## src/hw/rtl/dlfc_pkg.sv

```systemverilog
// Shared types, codes and reset values for the dual-link failover controller.
`timescale 1ns / 1ps

package dlfc_pkg;

    // Link selector codes
    typedef logic [1:0] link_t;
    localparam link_t LINK_NONE = 2'd0;
    localparam link_t LINK_WIFI = 2'd1;
    localparam link_t LINK_CELL = 2'd2;

    // Configuration register indexes
    localparam int CFG_IDX_W = 3;
    typedef logic [CFG_IDX_W-1:0] cfg_idx_t;
    localparam cfg_idx_t CFG_WIFI_ENABLED    = 3'd0;
    localparam cfg_idx_t CFG_CELL_ENABLED    = 3'd1;
    localparam cfg_idx_t CFG_CHECK_PERIOD_MS = 3'd2;
    localparam cfg_idx_t CFG_TRY_DURATION_MS = 3'd3;
    localparam cfg_idx_t CFG_WIFI_FAIL_LIMIT = 3'd4;
    localparam cfg_idx_t CFG_CELL_FAIL_LIMIT = 3'd5;

    // Field widths and bus widths
    localparam int TIME_W     = 32;
    localparam int COUNT_W    = 8;
    localparam int S_TDATA_W  = 40;  // 34 bits of fields, padded to 5 bytes
    localparam int M_TDATA_W  = 24;  // 21 bits of fields, padded to 3 bytes
    localparam int CFG_DATA_W = 32;

    typedef logic [TIME_W-1:0]  time_t;
    typedef logic [COUNT_W-1:0] count_t;

    localparam count_t COUNT_MAX = 8'hFF;

    // Register reset values
    localparam time_t  RST_CHECK_PERIOD_MS = 32'd600000;
    localparam time_t  RST_TRY_DURATION_MS = 32'd300000;
    localparam count_t RST_WIFI_FAIL_LIMIT = 8'd50;
    localparam count_t RST_CELL_FAIL_LIMIT = 8'd1;

    // One poll as held in the input register
    typedef struct packed {
        logic  cell_ok;
        logic  wifi_ok;
        time_t now_ms;
    } poll_t;

    // One result as held in the output register
    typedef struct packed {
        count_t cell_failures;
        count_t wifi_failures;
        logic   drop_wifi;
        logic   switched;
        link_t  link;
        logic   active;
    } result_t;

endpackage

```

## src/hw/rtl/dual_link_failover_controller_core.sv

```systemverilog
// Top level of the dual-link failover controller: poll pipeline, state and config registers.
`timescale 1ns / 1ps

// Dual-link (Wi-Fi / cellular) failover controller. Each request on the
// s_ stream is one poll: a millisecond timestamp plus a health bit per link.
// A poll is active once more than check_period_ms has gone by (mod 2^32)
// since the last try-window close; the first active poll opens a window and
// an active poll more than try_duration_ms past the window start closes it.
// Active polls run link selection: a single enabled link is forced, with both
// enabled the block fails over to cellular once the Wi-Fi failure count
// exceeds wifi_fail_limit (pulsing drop_wifi), and back to Wi-Fi when the
// cellular count before its increment exceeds cell_fail_limit. Every poll
// yields exactly one result on the m_ stream. A poll goes through the input
// register, then a single combinational pass into the result register that
// also updates the state, and one poll is accepted every clock while
// m_tready is high; a stalled result holds the pipe with no loss. The config
// port is always ready; write it only while no poll is in flight. Writes to
// indexes beyond the register list are ignored.
module dual_link_failover_controller_core (
    input  logic                          aclk,
    input  logic                          aresetn,

    // Poll requests
    input  logic                          s_tvalid,
    output logic                          s_tready,
    // [31:0] now_ms, [32] wifi_ok, [33] cell_ok, [39:34] zero
    input  logic [dlfc_pkg::S_TDATA_W-1:0] s_tdata,

    // Results
    output logic                          m_tvalid,
    input  logic                          m_tready,
    // [0] active, [2:1] link, [3] switched, [4] drop_wifi,
    // [12:5] wifi_failures, [20:13] cell_failures, [23:21] zero
    output logic [dlfc_pkg::M_TDATA_W-1:0] m_tdata,

    // Configuration writes
    input  logic                           cfg_valid,
    output logic                           cfg_ready,
    input  logic [dlfc_pkg::CFG_IDX_W-1:0]  cfg_index,
    input  logic [dlfc_pkg::CFG_DATA_W-1:0] cfg_data
);

    // ---------------- configuration registers ----------------
    logic                   wifi_enabled_reg;
    logic                   cell_enabled_reg;
    dlfc_pkg::time_t        check_period_reg;
    dlfc_pkg::time_t        try_duration_reg;
    dlfc_pkg::count_t       wifi_limit_reg;
    dlfc_pkg::count_t       cell_limit_reg;

    assign cfg_ready = 1'b1;

    always_ff @(posedge aclk) begin
        if (!aresetn) begin
            wifi_enabled_reg <= 1'b1;
            cell_enabled_reg <= 1'b1;
            check_period_reg <= dlfc_pkg::RST_CHECK_PERIOD_MS;
            try_duration_reg <= dlfc_pkg::RST_TRY_DURATION_MS;
            wifi_limit_reg   <= dlfc_pkg::RST_WIFI_FAIL_LIMIT;
            cell_limit_reg   <= dlfc_pkg::RST_CELL_FAIL_LIMIT;
        end else if (cfg_valid) begin
            unique case (cfg_index)
                dlfc_pkg::CFG_WIFI_ENABLED:    wifi_enabled_reg <= cfg_data[0];
                dlfc_pkg::CFG_CELL_ENABLED:    cell_enabled_reg <= cfg_data[0];
                dlfc_pkg::CFG_CHECK_PERIOD_MS: check_period_reg <= cfg_data;
                dlfc_pkg::CFG_TRY_DURATION_MS: try_duration_reg <= cfg_data;
                dlfc_pkg::CFG_WIFI_FAIL_LIMIT:
                    wifi_limit_reg <= cfg_data[dlfc_pkg::COUNT_W-1:0];
                dlfc_pkg::CFG_CELL_FAIL_LIMIT:
                    cell_limit_reg <= cfg_data[dlfc_pkg::COUNT_W-1:0];
                default: ;  // unknown index: ignored
            endcase
        end
    end

    // ---------------- pipeline control ----------------
    logic              in_valid_reg;
    dlfc_pkg::poll_t   in_poll_reg;
    logic              out_valid_reg;
    dlfc_pkg::result_t out_res_reg;
    logic              advance;   // stage 1 moves into the result register

    assign advance  = in_valid_reg && (!out_valid_reg || m_tready);
    assign s_tready = !in_valid_reg || advance;

    always_ff @(posedge aclk) begin
        if (!aresetn) begin
            in_valid_reg  <= 1'b0;
            out_valid_reg <= 1'b0;
        end else begin
            if (s_tready) in_valid_reg <= s_tvalid;
            if (advance)
                out_valid_reg <= 1'b1;
            else if (m_tready)
                out_valid_reg <= 1'b0;
        end
    end

    always_ff @(posedge aclk) begin
        if (s_tready && s_tvalid) begin
            in_poll_reg <= s_tdata[$bits(dlfc_pkg::poll_t)-1:0];
        end
    end

    // ---------------- controller state ----------------
    dlfc_pkg::time_t  last_close_reg,   last_close_next;
    dlfc_pkg::time_t  win_start_reg,    win_start_next;
    logic             win_open_reg,     win_open_next;
    dlfc_pkg::link_t  sel_link_reg,     sel_link_next;
    dlfc_pkg::count_t wifi_fail_reg,    wifi_fail_next;
    dlfc_pkg::count_t cell_fail_reg,    cell_fail_next;
    dlfc_pkg::result_t res_next;

    dlfc_pkg::time_t  since_close;
    dlfc_pkg::time_t  since_start;
    logic             poll_active;
    dlfc_pkg::count_t wifi_inc;
    dlfc_pkg::count_t cell_inc;
    logic             sw;
    logic             drop;

    always_comb begin
        since_close = in_poll_reg.now_ms - last_close_reg;
        poll_active = since_close > check_period_reg;

        wifi_inc = (wifi_fail_reg == dlfc_pkg::COUNT_MAX) ? dlfc_pkg::COUNT_MAX
                                                         : wifi_fail_reg + 8'd1;
        cell_inc = (cell_fail_reg == dlfc_pkg::COUNT_MAX) ? dlfc_pkg::COUNT_MAX
                                                         : cell_fail_reg + 8'd1;

        last_close_next = last_close_reg;
        win_start_next  = win_start_reg;
        win_open_next   = win_open_reg;
        sel_link_next   = sel_link_reg;
        wifi_fail_next  = wifi_fail_reg;
        cell_fail_next  = cell_fail_reg;
        sw              = 1'b0;
        drop            = 1'b0;

        if (poll_active) begin
            // the first active poll opens the window at its own timestamp
            if (!win_open_reg) begin
                win_start_next = in_poll_reg.now_ms;
                win_open_next  = 1'b1;
            end

            priority if (wifi_enabled_reg && cell_enabled_reg) begin
                if (sel_link_reg == dlfc_pkg::LINK_WIFI) begin
                    if (!in_poll_reg.wifi_ok) begin
                        // count after increment is checked
                        if (wifi_inc > wifi_limit_reg) begin
                            wifi_fail_next = '0;
                            sel_link_next  = dlfc_pkg::LINK_CELL;
                            sw             = 1'b1;
                            drop           = 1'b1;
                        end else begin
                            wifi_fail_next = wifi_inc;
                        end
                    end else begin
                        wifi_fail_next = '0;
                    end
                end else if (sel_link_reg == dlfc_pkg::LINK_CELL) begin
                    if (!in_poll_reg.cell_ok) begin
                        // count before increment is checked
                        if (cell_fail_reg > cell_limit_reg) begin
                            cell_fail_next = '0;
                            sel_link_next  = dlfc_pkg::LINK_WIFI;
                            sw             = 1'b1;
                        end else begin
                            cell_fail_next = cell_inc;
                        end
                    end
                end
            end else if (wifi_enabled_reg) begin
                sel_link_next = dlfc_pkg::LINK_WIFI;
            end else if (cell_enabled_reg) begin
                sel_link_next = dlfc_pkg::LINK_CELL;
            end else begin
                sel_link_next = sel_link_reg;
            end

            since_start = in_poll_reg.now_ms - win_start_next;
            if (since_start > try_duration_reg) begin
                last_close_next = in_poll_reg.now_ms;
                win_open_next   = 1'b0;
            end
        end else begin
            since_start = '0;
        end

        res_next.active        = poll_active;
        res_next.link          = sel_link_next;
        res_next.switched      = sw;
        res_next.drop_wifi     = drop;
        res_next.wifi_failures = wifi_fail_next;
        res_next.cell_failures = cell_fail_next;
    end

    always_ff @(posedge aclk) begin
        if (!aresetn) begin
            last_close_reg <= '0;
            win_start_reg  <= '0;
            win_open_reg   <= 1'b0;
            sel_link_reg   <= dlfc_pkg::LINK_WIFI;
            wifi_fail_reg  <= '0;
            cell_fail_reg  <= '0;
        end else if (advance) begin
            last_close_reg <= last_close_next;
            win_start_reg  <= win_start_next;
            win_open_reg   <= win_open_next;
            sel_link_reg   <= sel_link_next;
            wifi_fail_reg  <= wifi_fail_next;
            cell_fail_reg  <= cell_fail_next;
        end
    end

    always_ff @(posedge aclk) begin
        if (advance) begin
            out_res_reg <= res_next;
        end
    end

    assign m_tvalid = out_valid_reg;
    assign m_tdata  = {{(dlfc_pkg::M_TDATA_W - $bits(dlfc_pkg::result_t)){1'b0}}, out_res_reg};

endmodule
```

## config.mk

```make
export PLATFORM = sky130hd
export DESIGN_NAME = dual_link_failover_controller_core
export DESIGN_NICKNAME = d
export VERILOG_FILES = /design/src/hw/rtl/dlfc_pkg.sv /design/src/hw/rtl/dual_link_failover_controller_core.sv
export SDC_FILE = /design/constraint.sdc
export NUM_CORES = 1
export LEC_CHECK = 0
export BUFFER_PORTS_ARGS = -buffer_cell sky130_fd_sc_hd__buf_2
export CAP_MARGIN = 10
export CORE_MARGIN = 2
export CORE_UTILIZATION = 50
export CTS_CLUSTER_SIZE = 10
export DETAILED_ROUTE_END_ITERATION = 10
export GPL_TIMING_DRIVEN = 0
export PLACE_DENSITY = 0.69
export SLEW_MARGIN = 25
export SYNTH_ARGS = -nofsm -noshare
export SYNTH_HDL_FRONTEND = slang
export SYNTH_SLANG_ARGS = --single-unit
```

## constraint.sdc

```tcl
create_clock -name aclk -period 7.3 [get_ports aclk]
set_input_delay 0.365 -clock aclk [delete_from_list [all_inputs] [get_ports aclk]]
set_output_delay 0.365 -clock aclk [all_outputs]
set_load 0.05 [all_outputs]
```

== Word level (Yosys, flattened, before mapping) ==
Cells that the tools add are included.

* Register bits: 222
* Output and inout port bits: 27

* Add/subtract/negate cells: 4
* Magnitude comparators: 4
* Eq/ne operators: 9
* Mux-type cells: 34
* Reductions and logical operators: 19

{| class="wikitable"
|+ Operators with widths
! cell !! number
|-
| $mux W8 || 13
|-
| $gt A32 B32 Y1 || 2
|-
| $mux W32 || 2
|-
| $sub A32 B32 Y32 || 2
|-
| $mux W2 || 10
|-
| $add A8 B1 Y8 const B || 2
|-
| $eq A8 B8 Y1 const B || 2
|-
| $gt A8 B8 Y1 || 2
|-
| $reduce_and A2 Y1 || 8
|-
| $mux W1 || 9
|-
| $eq A3 B2 Y1 const B || 2
|-
| $eq A3 B3 Y1 const B || 2
|-
| $reduce_and A3 Y1 || 2
|-
| $eq A3 B1 Y1 const B || 1
|-
| $logic_and A1 B1 Y1 || 3
|-
| $logic_not A3 Y1 || 1
|-
| $eq A2 B1 Y1 const B || 1
|-
| $eq A2 B2 Y1 const B || 1
|-
| $logic_not A1 Y1 || 2
|-
| $logic_or A1 B1 Y1 || 2
|-
| $reduce_bool A2 Y1 || 1
|}

== Longest topological paths before layout ==
* Depth in word-level cells: 8
* Mapped depth: 29

== Worst setup path after synthesis ==
No wires, ideal clock.

* Kind: register to register
* Start: reg win_open_reg
* End: reg last_close_reg[1]
* Library setup time: 87 ps
* Arrival: 5,412 ps
* Path slack: 1,801 ps
* Cell stages (with the launch flop): 24
* Cells stage by stage: dfxtp_1 > clkbuf_1 > clkbuf_1 > mux2i_1 > ha_1 > a21o_1 > a21oi_2 > nor2_1 > o211a_1 > a2111o_1 > a221oi_4 > a31oi_2 > o41a_1 > a41o_1 > o21a_1 > ha_1 > nand4_1 > nor2_1 > o2111ai_1 > a31oi_1 > clkbuf_1 > clkbuf_1 > nand3_1 > o31ai_1

* Word-level cells in the longest chain between the ends: 5

{| class="wikitable"
|+ RTL lines
! what !! RTL line !! source
|-
| from (decl) || dual_link_failover_controller_core.sv:108 || <nowiki>logic win_open_reg, win_open_next;</nowiki>
|-
| from (signal assigned) || dual_link_failover_controller_core.sv:210 || <nowiki>win_open_reg <= win_open_next;</nowiki>
|-
| $mux W32 || dual_link_failover_controller_core.sv:142 || <nowiki>if (!win_open_reg) begin</nowiki>
|-
| $mux W32 || dual_link_failover_controller_core.sv:140 || <nowiki>if (poll_active) begin</nowiki>
|-
| $sub A32 B32 Y32 || dual_link_failover_controller_core.sv:182 || <nowiki>since_start = in_poll_reg.now_ms - win_start_next;</nowiki>
|-
| $gt A32 B32 Y1 || dual_link_failover_controller_core.sv:183 || <nowiki>if (since_start > try_duration_reg) begin</nowiki>
|-
| $reduce_and A3 Y1 (no line) || - ||
|-
| to (signal assigned) || dual_link_failover_controller_core.sv:208 || <nowiki>last_close_reg <= last_close_next;</nowiki>
|-
| to (decl) || dual_link_failover_controller_core.sv:106 || <nowiki>dlfc_pkg::time_t last_close_reg, last_close_next;</nowiki>
|}

No other way between the ends. The select of a mux whose other input is x is not followed.
A chain may end at the register's enable or synchronous reset.

== Worst setup path after layout ==
* Start: reg win_open_reg
* End: reg last_close_reg[22]

Same word-level chain as after synthesis.

==> impl_metrics.toml <==
[outcome]
outcome = "finished, final reports clean"

[synth]
yosysTopAreaCellShare_pct = 24.7
yosys.area_share.adder_pct = 13.7
muxShareOfSynthArea_pct = 3.34
synth_compound_area_share_pct = 20.7
async_reset_ff_share_pct = 0
synth-simple-area-share_pct = 15.8
syn_area_mm2 = 0.0135
ys_types = 66
synth_xor_area_share_pct = 3.50
synth_top_family_by_area = "compound AO/OA/AOI/OAI gates"
synthTopCellsByArea = "dfxtp_1 (25%), ha_1 (13%), edfxtp_1 (12%), a21oi_1 (6.0%), nand2_1 (5.8%)"
syn-mean-instance-area_um2 = 8.53
seq_area_frac_synth_pct = 37.0
synthTopCellsByCount = "nand2_1 (209), dfxtp_1 (167), a21oi_1 (162), ha_1 (145), inv_1 (136)"
ys.flop_type = "dfxtp_1"
ys_seq_elements = 222
yosys_warnings = 0
post-synth-top-area-cell = "dfxtp_1"
yosysMostFrequentCell = "nand2_1"
synth_edf_count = 55
synth_cells = 1584

[floorplan]
fp-row-count = 60
start_util_pct = 50.6
design.die.area_mm2 = 0.0284
coreArea_mm2 = 0.0267
die_w_um = 168
ioPinCount = 107
die_h_um = 168

[cells_and_area]
largest_register_ffs = 34
fin_nets = 1962
final_area_mm2 = 0.0155
nFillCells = 2418
area_delta_synth_final_pct = 14.4
layout-drive-gt1-share_pct = 8.33
multiInputGateArea_mm2 = 0.00773
final_util_pct = 57.8
seq_area_mm2 = 0.00499

[job]
maxCapViolations = 0

[sta]
finalCritPeriodShare_pct = 94.7
maxSlewViolCount = 0
finClkSkew_ps = 12.3
finalSetupViolCount = 0
period_minus_slack_ps = 6910
rsz0062_at_grt = "false"
worst_slew_pin_slew_ps = 1070
hold_violations = 0
max_freq_mhz = 145
maxSlewHeadroom_pct = 28.8

[global_routing]
grt_max_degree = 31
grt-ovfl-total = 0
antenna_found_initial = 0
grtUsageTotal_pct = 24.7
grt_pass1_wl_um = 56400
first_global_vias = 11100

[setup_path]
critPathMaxFanout = 10
path_class = "flip-flop to flip-flop"
cp_num_buf_inv = 5
crit_family = "compound AO/OA/AOI/OAI gates"
critPathRequiredTime_ps = 7740
cp_common_cell = "a21oi_1"
cp_slowest_stage_delay_ps = 470
endpoint_kind = "flip-flop"
cp.arrival_ps = 7340
startpoint_type = "flip-flop"
cp_slowest_cell = "clkbuf_2"

[pwr]
p_per_area_mw_per_mm2 = 251
p_leak_nw = 6.23
ir_drop_mv = 0.199

[clock_network]
cts.path.max_buffers = 3
cts.clk_slew.worst_paths_ps = 60
postCtsSetupBuffers = 0
htree_num_levels = 1
cts_tree = "done"
numClockSinks = 222
cts-buffers-inserted = 26
clk_latency_ps = 530
clock-root-buffer = "clkbuf_16"

[drt]
drt_iter0_markers = 936
routed_wl_um = 35600
drc_errors = 0
routed-via-count = 11700
wl_per_cell_um = 17.0
ant_nets = 0
dr.pass1.iters = 8
avgViaCountPerCell = 5.57

[place]
placed_area_mm2 = 0.0144
io_buffers = 94
gp_congestion = 0.938
dp_hpwl_um = 27100

[min_path]
hp-class = "input port to flip-flop"
[through the flow]
| stage | hold slack [ps] | setup TNS, ps | cells | power [mW] | setup slack, ps |
|---|---|---|---|---|---|
| after global routing | 0.823 | 0 | 2093 | 4.10 | 70.9 |
| after global placement | 442 | 0 | 2021 | 2.65 | 51.7 |
| after floorplan | 432 | 0 | 1586 | 2.36 | 1800 |
| final | 12.4 | 0 | 2094 | 3.88 | 390 |
| after CTS | 0.188 | 0 | 2093 | 3.88 | 49.9 |
| after detailed placement | 447 | -2.59 | 2022 | 2.68 | -2.59 |
[routing by layer]
metal | wire length, um | vias up | track usage (%)
li1 | - | 5897 | -
met1 | 16300 | 5362 | 32.8
met2 | 16400 | 321 | 41.8
met3 | 1730 | 85 | 2.89
met4 | 1170 | 0 | 8.66
met5 | 0 | - | 0
[what timing repair did]
action                     in CTS  in global routing
hold buffers                   26                  0
hold endpoints to repair       26                  0
resized for setup               1                  4
pin swaps                       0                  0
setup endpoints to repair      11                 33
[path summary, 6_finish.rpt]
kind	startpoint	to	slack (ps)	cells past startpoint
setup / recovery	win_open_reg	last_close_reg[22]	390	26
hold / removal	s_tdata[28]	in_poll_reg[28]	10	1
setup reg to reg	win_open_reg	last_close_reg[22]	390	26
hold reg to reg	try_duration_reg[10]	try_duration_reg[10]	460	2
[layout by cell type, fill, tap and decap left out, types with 12 or more instances in the layout]
cell type / netlist / layout
xor2_1: 16 / 16
dlygate4sd3_1: 0 / 26
mux2i_1: 35 / 35
o211ai_1: 19 / 19
o31ai_1: 33 / 33
a31oi_1: 14 / 14
edfxtp_1: 55 / 55
nor2_1: 97 / 97
and3_1: 14 / 14
xnor2_1: 38 / 38
a21o_1: 53 / 53
clkbuf_16: 0 / 27
nor2b_1: 25 / 25
dfxtp_1: 167 / 167
o21ai_0: 27 / 27
o21bai_1: 16 / 16
inv_1: 136 / 136
o21a_1: 17 / 17
nand2b_1: 12 / 12
clkbuf_1: 67 / 81
nand4_1: 18 / 18
ha_1: 145 / 145
a211oi_1: 37 / 37
nand3_1: 67 / 67
nand2_1: 209 / 209
buf_2: 1 / 95
o21ai_1: 13 / 13
a21oi_1: 162 / 162
[kinds of logic (layout without fill, tap and decap cells)]
group                      count (synthesis)  count (layout)
buffers and inverters                    209             375
other                                      2               5
xor gates and xnor gates                  54              54
muxes                                     44              44
adders and majority gates                147             147
and+or+nand+nor                          475             475
DFF                                      222             222
AOI/OAI and AO/OA                        431             431
[power breakdown]
| part | switching, mW | total, mW | leakage [nW] | internal, mW |
|---|---|---|---|---|
| sequential | 0.0431 | 1.39 | 1.88 | 1.35 |
| combinational | 0.770 | 1.30 | 3.99 | 0.529 |
| clock | 0.506 | 1.19 | 0.354 | 0.681 |
[final cells by class]
cell class | count | share of cell area, %
flip-flops and latches | 222 | 32.3
repair buffers | 121 | 4.91
multi-input cells | 1155 | 50.0
diodes | 1 | 0.0162
clock buffers | 45 | 4.81
well taps | 341 | 2.76
inverters | 136 | 3.30
plain buffers | 73 | 1.91
(Power assumes the default switching activity.)
